===== config.mk =====
export PLATFORM = sky130hd
export DESIGN_NAME = etws_div
export DESIGN_NICKNAME = d
export VERILOG_FILES = /design/src/rtl/etws_pkg.sv /design/src/rtl/etws_div.sv
export SDC_FILE = /design/constraint.sdc
export NUM_CORES = 1
export LEC_CHECK = 0
export BUFFER_PORTS_ARGS = -buffer_cell sky130_fd_sc_hd__buf_2
export CAP_MARGIN = 20
export CORE_MARGIN = 5
export CORE_UTILIZATION = 45
export CTS_BUF_LIST = sky130_fd_sc_hd__clkbuf_8
export CTS_CLUSTER_DIAMETER = 50
export DETAILED_ROUTE_END_ITERATION = 10
export GPL_TIMING_DRIVEN = 0
export PLACE_DENSITY = 0.66
export SLEW_MARGIN = 15
export SYNTH_ARGS = -nofsm -noshare
export SYNTH_HDL_FRONTEND = slang
export SYNTH_SLANG_ARGS = --single-unit
export TNS_END_PERCENT = 30

===== constraint.sdc =====
create_clock -name clk -period 4.57 [get_ports clk]
set_input_delay 0 -clock clk [delete_from_list [all_inputs] [get_ports clk]]
set_output_delay 0 -clock clk [all_outputs]
set_load 0.005 [all_outputs]

===== src/rtl/etws_pkg.sv =====
// Shared types and constants for the elapsed time window statistics block.
package etws_pkg;

    localparam int unsigned DATA_W = 64;
    localparam int unsigned CFG_W  = 32;
    localparam int unsigned RATE_W = 32;

    // Rate reported for an empty ring or a zero mean.
    localparam logic [RATE_W-1:0] EMPTY_RATE = 32'd1000;

    localparam logic [1:0] ACT_START  = 2'd0;
    localparam logic [1:0] ACT_RECORD = 2'd1;
    localparam logic [1:0] ACT_REPORT = 2'd2;

    localparam logic REG_TICKS_PER_MS     = 1'b0;
    localparam logic REG_TICKS_PER_SECOND = 1'b1;

    typedef enum logic [2:0] {
        ST_IDLE,
        ST_SCAN,
        ST_MEAN,
        ST_LO,
        ST_HI,
        ST_AVG,
        ST_RATE
    } state_t;

    typedef struct packed {
        logic              go;
        logic [DATA_W-1:0] dividend;
        logic [DATA_W-1:0] divisor;
    } div_req_t;

    typedef struct packed {
        logic              done;
        logic [DATA_W-1:0] quotient;
    } div_rsp_t;

endpackage


===== src/rtl/etws_div.sv =====
// Radix-2 restoring divider, one quotient bit per cycle.
module etws_div (
    input  logic              clk,
    input  logic              rst_n,
    input  etws_pkg::div_req_t req,
    output etws_pkg::div_rsp_t rsp
);

    localparam int unsigned W     = etws_pkg::DATA_W;
    localparam int unsigned CNT_W = $clog2(W);
    localparam logic [CNT_W-1:0] LAST_STEP = CNT_W'(W - 1);

    logic             busy_reg, busy_next;
    logic             done_reg, done_next;
    logic [CNT_W-1:0] cnt_reg, cnt_next;
    logic [W-1:0]     rem_reg, rem_next;
    logic [W-1:0]     quo_reg, quo_next;
    logic [W-1:0]     dvs_reg, dvs_next;
    logic [W:0]       trial;

    always_comb
    begin
        busy_next = busy_reg;
        done_next = 1'b0;
        cnt_next  = cnt_reg;
        rem_next  = rem_reg;
        quo_next  = quo_reg;
        dvs_next  = dvs_reg;
        trial     = {rem_reg, quo_reg[W-1]};
        if (req.go)
        begin
            busy_next = 1'b1;
            cnt_next  = '0;
            rem_next  = '0;
            quo_next  = req.dividend;
            dvs_next  = req.divisor;
        end
        else if (busy_reg)
        begin
            if (trial >= {1'b0, dvs_reg})
            begin
                rem_next = W'(trial - {1'b0, dvs_reg});
                quo_next = {quo_reg[W-2:0], 1'b1};
            end
            else
            begin
                rem_next = trial[W-1:0];
                quo_next = {quo_reg[W-2:0], 1'b0};
            end
            cnt_next = cnt_reg + 1'b1;
            if (cnt_reg == LAST_STEP)
            begin
                busy_next = 1'b0;
                done_next = 1'b1;
            end
        end
    end

    always_ff @(posedge clk or negedge rst_n)
    begin
        if (!rst_n)
        begin
            busy_reg <= 1'b0;
            done_reg <= 1'b0;
            cnt_reg  <= '0;
            rem_reg  <= '0;
            quo_reg  <= '0;
            dvs_reg  <= '0;
        end
        else
        begin
            busy_reg <= busy_next;
            done_reg <= done_next;
            cnt_reg  <= cnt_next;
            rem_reg  <= rem_next;
            quo_reg  <= quo_next;
            dvs_reg  <= dvs_next;
        end
    end

    assign rsp.done     = done_reg;
    assign rsp.quotient = quo_reg;

endmodule


# Word-level counts from Yosys, hierarchy flattened

Index checks and enable logic that the tools add are counted.
Widths: inputs -> output; s select.

$add $sub $neg: 2
Magnitude comparators: 1
Equality and inequality tests: 1
Mux-type cells: 14
Reduce and logical (&&, ||, !) cells: 1

Operators by type and width:

| kind                | number |
|---|---|
| $mux 64             | 5 |
| $ge 65x64->1        | 1 |
| $sub 64x64->64      | 1 |
| $mux 6              | 2 |
| $mux 1              | 7 |
| $add 6x1->6 const B | 1 |
| $eq 6x6->1 const B  | 1 |
| $reduce_bool 2->1   | 1 |

Register bits: 200
Output and inout bits: 65

# Longest topological paths before layout

Gate-level depths: netlist (run 1).

Depth after elaboration: 4
Depth in mapped cells: 16
Depth with buffers taken out: 14

# Worst setup path after synthesis (run 1)

Ideal clock, no wire load.

Path kind: flip-flop to flip-flop
Start point: register quo_reg[63]
End point: register rem_reg[60]
Library setup time: 94 ps
Arrival time: 3465 ps
Slack: 1011 ps
Stages on the path, launching flop included: 15
Buffers on the path: 0
Clock period less this slack: 3559 ps
Cells stage by stage: dfrtp_1 > inv_1 > ha_1 > fa_1 > and2b_1 > o2111ai_1 > a211oi_2 > o211ai_1 > a2111o_1 > o311ai_2 > a211o_4 > nand3_4 > nor4bb_1 > or4_1 > a221oi_2

Cells in the longest elaborated chain, start to end: 4
Elaborated cells between the ends (all ways): 5
Classes of those cells: add/sub (1); order compare (1); mux (3)

RTL lines:

| element                                               | line                           | RTL |
|---|---|---|
| start: declaration                                    | etws_div.sv:17                 | `logic [W-1:0] quo_reg, quo_next;` |
| start signal: assignment                              | etws_div.sv:76                 | `quo_reg <= quo_next;` |
| $sub 64x64->64 / $ge 65x64->1 (equally long branches) | etws_div.sv:42, etws_div.sv:40 |  |
| $mux 64 *                                             | etws_div.sv:40                 | `if (trial >= {1'b0, dvs_reg})` |
| $mux 64 *                                             | etws_div.sv:38                 | `else if (busy_reg)` |
| $mux 64 *                                             | etws_div.sv:30                 | `if (req.go)` |
| end signal: assignment                                | etws_div.sv:75                 | `rem_reg <= rem_next;` |
| end: declaration                                      | etws_div.sv:16                 | `logic [W-1:0] rem_reg, rem_next;` |

Every way passes the cells marked *; elsewhere a longest branch is shown, timed or not. The select of a mux whose other input is x is not followed.
A chain may end at the register's enable or synchronous reset.

# Final worst setup path (run 1)

Start point: register quo_reg[63]
End point: register rem_reg[53]

Same word-level chain as after synthesis.

==> results by group, run 1 <==
Clock network
  • Clk sinks: 200
  • Post-cts resize count: 0
  • CTS tree: built
  • Longest Clk Path Bufs: 2
  • Setup bufs post-CTS: 0
  • Num CTS Buffers: 17
  • Clock network latency to the later pin of the worst-skew pair: 0.50 ns
  • Reg clk slew, reported paths: 0.12 ns
  • Clock Tree Root: clkbuf_8
  • H-tree Lvls: 4
  • Hold buffers post-CTS: 129

Die
  • DIE HEIGHT: 178 um
  • FP Rows: 61
  • Starting density of the core: 45.5%
  • IO Count: 196
  • Die Span X: 178 um
  • Core area: 27,800 um^2
  • Total Die Area: 31,500 um^2

Critical path
  • WP buf/inv: 3
  • Worst R2R Setup Slack: 0.21 ns
  • Critical-path top delay cell: o41ai_2
  • Worst EP required: 4.96 ns
  • CP Max Fanout: 10
  • WS Path Type: reg -> reg
  • Crit-path max cell delay: 0.55 ns
  • R2R cell count: 14
  • WP data arrival: 4.75 ns
  • Critical path capture point type: flop
  • Critical path launch point type: flop
  • Worst r2r src: quo_reg[63]
  • RR Endpoint: rem_reg[53]
  • Crit path max-delay family: compound AO/OA/AOI/OAI gates
  • CP most frequent cell: buf_2
  • Number of cells on the critical path: 14
  • CP Cell Sequence: inv_1, ha_1, nor2b_1, o2111ai_1, a211o_1, a311oi_2, o211ai_1, and3_4, o2bb2ai_2, o41ai_2, buf_2, buf_2, nand2_1, a311oi_1

Final layout
  • FILL cells: 2,579
  • Share of cells above drive strength 1: 14.0%
  • Multi-input logic area: 6920 um^2
  • Nets: 2,046
  • Sequential cell area: 5000 um^2
  • Commonest non-fill, non-tap cell in the layout: nand2_1
  • Most frequent cells in the layout: nand2_1 (278), buf_2 (206), dfrtp_1 (200)
  • Area grow syn2layout: 25.7%

Power and ir drop
  • Worst VDD drop: 0.236 mV
  • Reg power frac: 31.8%
  • Internal: 0.00400 W
  • Clock power frac: 17.1%
  • Pleak: 8.01 nW
  • Sw frac: 45.1%
  • Post-layout power: 0.00729 W
  • Combinational share of power: 51.1%
  • Switch Pwr: 0.00329 W
  • PwrDens: 459 nW/um^2

GRT
  • Met2 global-route usage: 39.9%
  • First-pass GRT wire length: 62,900 um
  • Initial antenna violation count: 0
  • M1 GR Usage: 33.6%
  • Total global-route track usage: 24.5%
  • Met3 usage: 4.67%
  • Via count of the first global-routing pass: 12,400
  • Total gr overflow: 0
  • Pin count of the biggest net entering global routing: 103
  • Busiest grt layer: met2

Routing
  • Residual DRC count: 0
  • Detailed Route WL: 38,800 um
  • ANT nets after route: 0
  • Wire length per cell: 17.3 um
  • Drt first pass iters: 7
  • Via count: 12,400
  • Drt initial violations: 1,023
  • Vias/cell: 5.51

Timing
  • Post-layout minimum cycle time: 4.36 ns
  • Worst Skew: 0.0198 ns
  • Setup TNS: 0 ns
  • Fmax: 229 MHz
  • Final hold violation count: 0
  • Ratio of final minimum period to clock period: 95.4%
  • Final setup fails: 0
  • Least-Margin Pin Slew: 1.06 ns
  • Slew Limit Fails: 0
  • RSZ-0062 raised after global routing: no
  • Rel. slew slack: 29.3%

Synth
  • Avg Inst Size Synth: 8.39 um^2
  • Main synth FF type: dfrtp_1
  • Post-synth ARST share: 100%
  • EDFF count, synth: 0
  • Post-Syn Area: 12,600 um^2
  • Synth unique cells: 67
  • Yosys reg bits: 200
  • Gate Count Post-Synth: 1,505
  • Sequential area share after synthesis: 39.6%
  • Synthesized Nets: 1,702
  • Synth warnings: 0

Run
  • Max Cap Viol: 0

Placed design
  • Post-DP HPWL: 27,700 um
  • Port bufs: 194
  • GPL Wtd Cong: 0.907

Min path
  • HP Class: in -> async

Outcome
  • Status: complete, no violations
==> Yosys cell counts (3+ instances only) <==
cell,number,area share [%]
nor2b_1,7,0.35
ha_1,65,6.4
a31oi_1,8,0.40
a21o_1,31,1.8
or2_2,5,0.25
nand3_1,16,0.63
o211ai_1,7,0.42
a211o_1,3,0.21
o2111ai_1,3,0.21
nor2_1,110,3.3
a311oi_1,47,3.3
clkbuf_1,78,2.3
xnor2_1,37,2.6
nand2_1,278,8.3
o21bai_1,15,0.89
nor3_1,13,0.51
a221oi_1,3,0.21
nand4_1,23,1.1
o21a_1,8,0.48
or3_1,7,0.35
nor4_1,3,0.15
nand2b_1,6,0.30
dfrtp_1,200,40
a211oi_1,13,0.77
o31ai_1,3,0.18
and2_1,6,0.30
xor2_1,21,1.5
a21oi_1,92,3.6
nand3b_1,3,0.18
mux2i_1,69,5.5
o21ai_0,171,6.8
and3_1,13,0.64
inv_1,84,2.5
buf_1,4,0.12
buf_2,13,0.51
==> metrics by stage <==
| step | utilization (%) | setup slack [ns] | hold WS, ns | std cells | area, um^2 |
|---|---|---|---|---|---|
| floorplan | - | 1.01 | -0.296 | 1505 | 12600 |
| global placement | 50.7 | -0.00904 | 0.206 | 2077 | 14100 |
| detailed placement | 50.9 | 0.299 | 0.0605 | 2079 | 14100 |
| CTS | 57.1 | 0.284 | 0.113 | 2240 | 15900 |
| global route | 57.1 | 0.0311 | 0.134 | 2240 | 15900 |
| finish | 57.2 | 0.212 | 0.0635 | 2241 | 15900 |
==> metal layers <==
layer	vias up	share of wire, %
met2	431	46
li1	5951	-
met3	70	6.2
met1	5905	45
met4	0	2.4
met5	-	0
==> worst max path at each step <==
stage / end / start / slack [ns]
finish: rem_reg[53] / quo_reg[63] / 0.21
CTS: rem_reg[52] / quo_reg[63] / 0.28
global route: rem_reg[47] / quo_reg[63] / 0.03
detailed placement: rem_reg[52] / quo_reg[63] / 0.30
floorplan: rem_reg[60] / quo_reg[63] / 1.01
global placement: rem_reg[43] / rst_n / -0.009
==> cell families (layout without fill, tap and decap cells) <==
kind of cell | Yosys count | in the layout | synth area share [%]
mux | 70 | 70 | 5.56
fa+ha+maj | 66 | 66 | 6.60
flops | 200 | 200 | 39.6
simple gates | 500 | 500 | 17.1
xor+xnor | 58 | 58 | 4.02
buf+inv | 181 | 538 | 5.60
compound gates | 430 | 430 | 21.5
other cells | 0 | 1 | 0
==> layout make-up <==
type | count | area share, %
well taps | 378 | 2.98
clock buffers | 17 | 1.47
repair buffers | 325 | 14.7
diodes | 1 | 0.0158
inverters | 84 | 1.99
clock inverters | 15 | 1.32
flip-flops and latches | 200 | 31.5
plain buffers | 97 | 2.47
multi-input cells | 1124 | 43.6
==> power by group through the flow <==
stage	Combinational (W)	Clock (W)	Sequential, W
floorplan	0.00268	0	0.00228
global placement	0.00352	0	0.00234
detailed placement	0.00357	0	0.00234
CTS	0.00368	0.00127	0.00231
global route	0.00414	0.00134	0.00235
finish	0.00373	0.00124	0.00232
==> tightest hold or removal path: stages <==
cell	delay [ns]
dlygate4sd3_1	0.56
buf_8	0.11
buf_16	0.32
Power figures use the tool's default switching activity.
==> run 2: changes to the inputs <==
- CELL_PAD_IN_SITES_DETAIL_PLACEMENT: default -> 1
- CELL_PAD_IN_SITES_GLOBAL_PLACEMENT: default -> 1
- CORE_UTILIZATION: 45 -> 44
- PLACE_DENSITY: 0.66 -> default
- PLACE_DENSITY_LB_ADDON: default -> 0.1
==> run 2 against run 1 <==
Effect of this change: hold slack improved by 0.026 ns; clock power about the same; clock-buffer cell count unchanged; critical path depth decreased by 1; clock skew increased by 0.0084 ns; critical endpoint is now rem_reg[52]; maximum frequency decreased by 1.3%; largest power group unchanged; register-to-register slack got worse by 0.06 ns; largest cell class unchanged.
==> results by group, run 2 (same netlist as run 1, synthesis figures left out) <==
Routing
  • ANT nets after route: 0
  • Via count: 12,600
  • Drt first pass iters: 5
  • Detailed Route WL: 44,500 um
  • Drt initial violations: 541
  • Wire length per cell: 19.8 um
  • Residual DRC count: 0
  • Vias/cell: 5.59

Placed design
  • DP Worst Slack: 0.195 ns
  • Port bufs: 194
  • Post-DP HPWL: 30,900 um
  • GPL Wtd Cong: 0.905
  • Placed instance count: 2,086

Die
  • Total Die Area: 32,200 um^2
  • Starting density of the core: 44.3%
  • Die Span X: 179 um
  • FP Rows: 62
  • Core area: 28,500 um^2
  • DIE HEIGHT: 179 um
  • IO Count: 196

Critical path
  • CP Max Fanout: 10
  • Worst EP required: 4.98 ns
  • WP data arrival: 4.82 ns
  • WS Path Type: reg -> reg
  • Critical path launch point type: flop
  • Critical Path Start: quo_reg[63]
  • Critical path capture point type: flop
  • Worst r2r src: quo_reg[63]

Timing
  • Worst Skew: 0.0282 ns
  • Ratio of final minimum period to clock period: 96.6%
  • Setup TNS: 0 ns
  • Setup ws final: 0.156 ns
  • Post-layout minimum cycle time: 4.41 ns
  • Least-Margin Pin Slew: 1.04 ns
  • RSZ-0062 raised after global routing: no
  • Final hold violation count: 0
  • Final setup fails: 0
  • Rel. slew slack: 30.3%
  • Fmax: 227 MHz
  • Slew Limit Fails: 0

Power and ir drop
  • Post-layout power: 0.00742 W
  • Internal: 0.00404 W
  • Pleak: 8.03 nW
  • Reg power frac: 31.4%
  • Clock power frac: 16.6%
  • Sw frac: 45.6%
  • PwrDens: 467 nW/um^2
  • Switch Pwr: 0.00339 W
  • Combinational share of power: 52.1%
  • Worst VDD drop: 0.192 mV

Clock network
  • H-tree Lvls: 4
  • Num CTS Buffers: 17
  • Setup bufs post-CTS: 0
  • Reg clk slew, reported paths: 0.13 ns
  • Clock network latency to the later pin of the worst-skew pair: 0.52 ns
  • Clk sinks: 200
  • Clock Tree Root: clkbuf_8
  • CTS tree: built
  • Longest Clk Path Bufs: 2

GRT
  • Pin count of the biggest net entering global routing: 104
  • Via count of the first global-routing pass: 13,700
  • Total gr overflow: 0
  • Initial antenna violation count: 1
  • Total global-route track usage: 27.4%
  • First-pass GRT wire length: 73,200 um

Final layout
  • Most frequent cells in the layout: nand2_1 (278), buf_2 (206), dfrtp_1 (200)
  • Commonest non-fill, non-tap cell in the layout: nand2_1
  • Area grow syn2layout: 25.8%
  • Nets: 2,047
  • Share of cells above drive strength 1: 14.0%
  • Final Non-Filler Cells: 2,249
  • Final Core Density: 55.6%

Run
  • Max Cap Viol: 0

Outcome
  • Status: complete, no violations

Min path
  • HP Class: in -> async
[run 2: changes by cell type in the layout (fill, tap and decap cells not counted), sizes merged]
| cell | before | now |
|---|---|---|
| inv | 92 | 91 |
| diode | 1 | 2 |
| clkinv | 7 | 5 |
| clkinvlp | 0 | 2 |
| bufinv | 0 | 1 |
| buf | 215 | 216 |
[run 2: critical path: stages, from the launching register on]
cell and delay (ns):
dfrtp_1 0.54, inv_1 0.10, ha_1 0.24, nor2b_1 0.19
o2111ai_1 0.18, a211o_1 0.38, a311oi_2 0.37, o211ai_1 0.20
and3_4 0.26, o2bb2ai_2 0.19, o41ai_4 0.45, clkbuf_1 0.51
o21ai_0 0.34, a311oi_1 0.34
[run 2: final timing paths]
kind                               endpoint  slack, ns  cells past startpoint
worst max-delay path            rem_reg[52]       0.16                     13
worst min-delay path            dvs_reg[18]       0.09                      3
worst max register to register  rem_reg[52]       0.16                     13
worst min register to register  dvs_reg[62]       0.54                      2
max in group asynchronous       rem_reg[51]       3.58                      4
min in group clk                dvs_reg[16]       0.23                      4
[run 2: cell type report]
| class | count | area, um^2 |
|---|---|---|
| Clock buffer | 17 | 234 |
| Clock inverter | 15 | 180 |
| Inverter | 84 | 315 |
| Fill cell | 3514 | 12700 |
| Buffer | 97 | 392 |
| Multi-Input combinational cell | 1124 | 6930 |
| Sequential cell | 200 | 5000 |
| Timing Repair Buffer | 326 | 2340 |
| Tap cell | 384 | 480 |
| Antenna cell | 2 | 5.00 |
[run 2: layer usage]
layer	vias up	part of all wire, %	global-route usage (%)
met5	-	0	0
met4	0	2.7	8.96
met3	77	4.0	4.57
met2	305	49	47.0
met1	6234	44	35.4
li1	5945	-	-
[run 2: metrics by stage]
stage / hold WS [ns] / instance area, um^2
detailed placement: 0.0718 / 14200
global placement: 0.206 / 14100
finish: 0.0900 / 15900
floorplan: -0.296 / 12600
global route: 0.155 / 15900
CTS: 0.109 / 15900
[run 2: power groups by stage]
stage	Sequential [W]	Combinational, W	Clock [W]
after CTS	0.00232	0.00382	0.00125
after global placement	0.00234	0.00360	0
after floorplan	0.00228	0.00268	0
after global routing	0.00237	0.00428	0.00132
after detailed placement	0.00235	0.00371	0
final	0.00233	0.00387	0.00123
[run 2: timing repair]
| item | CTS | global route |
|---|---|---|
| hold buffers | 129 | 0 |
| resized for setup | 0 | 1 |
| hold endpoints to repair | 225 | 0 |
| setup endpoints to repair | 0 | 17 |
==> run 3: changes to the inputs <==
- CORE_ASPECT_RATIO: default -> 0.75
==> run 3 against run 2 <==
Effect of this change: combinational power grew 1%; clock power shrank 7%; hold slack lost 0.064 ns; global-route usage grew 1.2 points; non-clock buffer count shrank 1; register-to-register slack gained 0.15 ns; highest routed layer unchanged; clock-buffer cell count grew 2.
==> results by group, run 3 (same netlist as run 1, synthesis figures left out) <==
GRT
  • First-pass GRT wire length: 73,700 um
  • Initial antenna violation count: 1
  • Total global-route track usage: 28.6%
  • Via count of the first global-routing pass: 13,300
  • Total gr overflow: 0
  • Pin count of the biggest net entering global routing: 88

Final layout
  • Commonest non-fill, non-tap cell in the layout: nand2_1
  • Nets: 2,046
  • FILL cells: 3,428
  • Final Non-Filler Cells: 2,248
  • Share of cells above drive strength 1: 14.0%
  • Final Core Density: 56.2%
  • Most frequent cells in the layout: nand2_1 (278), buf_2 (206), dfrtp_1 (200)
  • Area grow syn2layout: 25.3%

Timing
  • Least-Margin Pin Slew: 1.13 ns
  • Hold Slack: 0.0257 ns
  • Ratio of final minimum period to clock period: 93.2%
  • Rel. slew slack: 24.0%
  • Final hold violation count: 0
  • RSZ-0062 raised after global routing: no
  • Post-layout minimum cycle time: 4.26 ns
  • Worst Skew: 0.0171 ns
  • Fmax: 235 MHz
  • Final setup fails: 0
  • Slew Limit Fails: 0

Clock network
  • Num CTS Buffers: 17
  • Clk sinks: 200
  • H-tree Lvls: 4
  • Setup bufs post-CTS: 0
  • CTS tree: built
  • Clock network latency to the later pin of the worst-skew pair: 0.50 ns
  • Longest Clk Path Bufs: 2
  • Reg clk slew, reported paths: 0.11 ns
  • Clock Tree Root: clkbuf_8

Routing
  • Vias/cell: 5.64
  • Wire length per cell: 20.5 um
  • Residual DRC count: 0
  • Via count: 12,700
  • Drt initial violations: 867
  • Drt first pass iters: 7
  • ANT nets after route: 0
  • Detailed Route WL: 46,100 um

Critical path
  • Worst EP required: 4.96 ns
  • WS Path Type: reg -> reg
  • CP Max Fanout: 10
  • Critical path capture point type: flop
  • WP data arrival: 4.65 ns
  • Critical path launch point type: flop

Die
  • Die Span X: 206 um
  • IO Count: 196
  • Core area: 28,200 um^2
  • FP Rows: 53
  • Starting density of the core: 44.8%
  • DIE HEIGHT: 157 um
  • Total Die Area: 32,200 um^2

Placed design
  • GPL Wtd Cong: 0.939
  • Post-DP HPWL: 32,000 um
  • Placed instance count: 2,086
  • Port bufs: 194

Run
  • Max Cap Viol: 0

Outcome
  • Status: complete, no violations

Min path
  • HP Class: in -> async

Power and ir drop
  • Pleak: 7.99 nW
  • Worst VDD drop: 0.235 mV
  • PwrDens: 467 nW/um^2
run 3: cell types whose count changed in the layout (fill, tap and decap cells not counted):
cell	change
clkbuf_2	+2
clkbuf_8	+2
inv_8	-2
o41ai_2	+1
buf_8	-1
clkinv_2	+2
o41ai_4	-1
clkbuf_1	-2
clkinv_4	+1
clkinvlp_4	+1
inv_6	-2
clkinv_8	-3
run 3: layout make-up:
type                    count  area [um^2]  share of cell area (%)
flip-flops and latches    200         5000                    31.6
diodes                      2         5.00                  0.0316
clock inverters            12          118                   0.743
plain buffers              97          394                    2.49
multi-input cells        1124         6920                    43.7
clock buffers              19          262                    1.65
repair buffers            325         2330                    14.7
inverters                  84          315                    1.99
well taps                 385          482                    3.04
run 3: timing repair:
action                     4_1_cts  5_1_grt
gates resized for setup          0        4
hold buffers                   129        0
hold endpoints to repair       328        0
setup endpoints to repair        0        2
run 3: per-stage QoR:
stage	total power (W)	worst slack [ns]	instance area [um^2]	setup TNS [ns]
global route	0.00792	0.109	15800	0
global placement	0.00594	-0.0798	14100	-8.35
CTS	0.00734	0.251	15800	0
floorplan	0.00495	1.01	12600	0
finish	0.00740	0.309	15800	0
detailed placement	0.00606	0.338	14200	0
run 3: worst paths after layout:
| path | start | depth (start not counted) | slack [ns] | endpoint |
|---|---|---|---|---|
| max reg2reg | quo_reg[63] | 14 | 0.31 | rem_reg[44] |
| max in group asynchronous | rst_n | 3 | 3.71 | rem_reg[11] |
| min in group clk | req[19] | 4 | 0.23 | dvs_reg[19] |
| min | rst_n | 2 | 0.03 | dvs_reg[36] |
| min reg2reg | dvs_reg[56] | 2 | 0.55 | dvs_reg[56] |
| max | quo_reg[63] | 14 | 0.31 | rem_reg[44] |
run 3: power by group:
| part | internal [W] | switching [W] |
|---|---|---|
| Sequential | 0.00207 | 0.000257 |
| Combinational | 0.00150 | 0.00242 |
| Clock | 0.000465 | 0.000689 |
| Total | 0.00404 | 0.00336 |
run 3: worst max-delay path, stage by stage (launching register included):
cell       delay [ns]
dfrtp_1          0.49
inv_1            0.08
ha_1             0.23
nor2b_1          0.19
o2111ai_1        0.16
a211o_1          0.36
a311oi_2         0.36
o211ai_1         0.21
and3_4           0.26
o2bb2ai_2        0.19
o41ai_2          0.48
buf_2            0.39
buf_2            0.34
nand2_1          0.11
a311oi_1         0.29
run 3: metal layers:
| metal | share of wire, % | wire length [um] | track usage, % | vias up |
|---|---|---|---|---|
| li1 | - | - | - | 5949 |
| met4 | 2.0 | 907 | 7.20 | 0 |
| met1 | 47 | 21600 | 40.4 | 6327 |
| met5 | 0 | 0 | 0 | - |
| met2 | 46 | 21400 | 46.5 | 338 |
| met3 | 4.7 | 2180 | 4.29 | 68 |
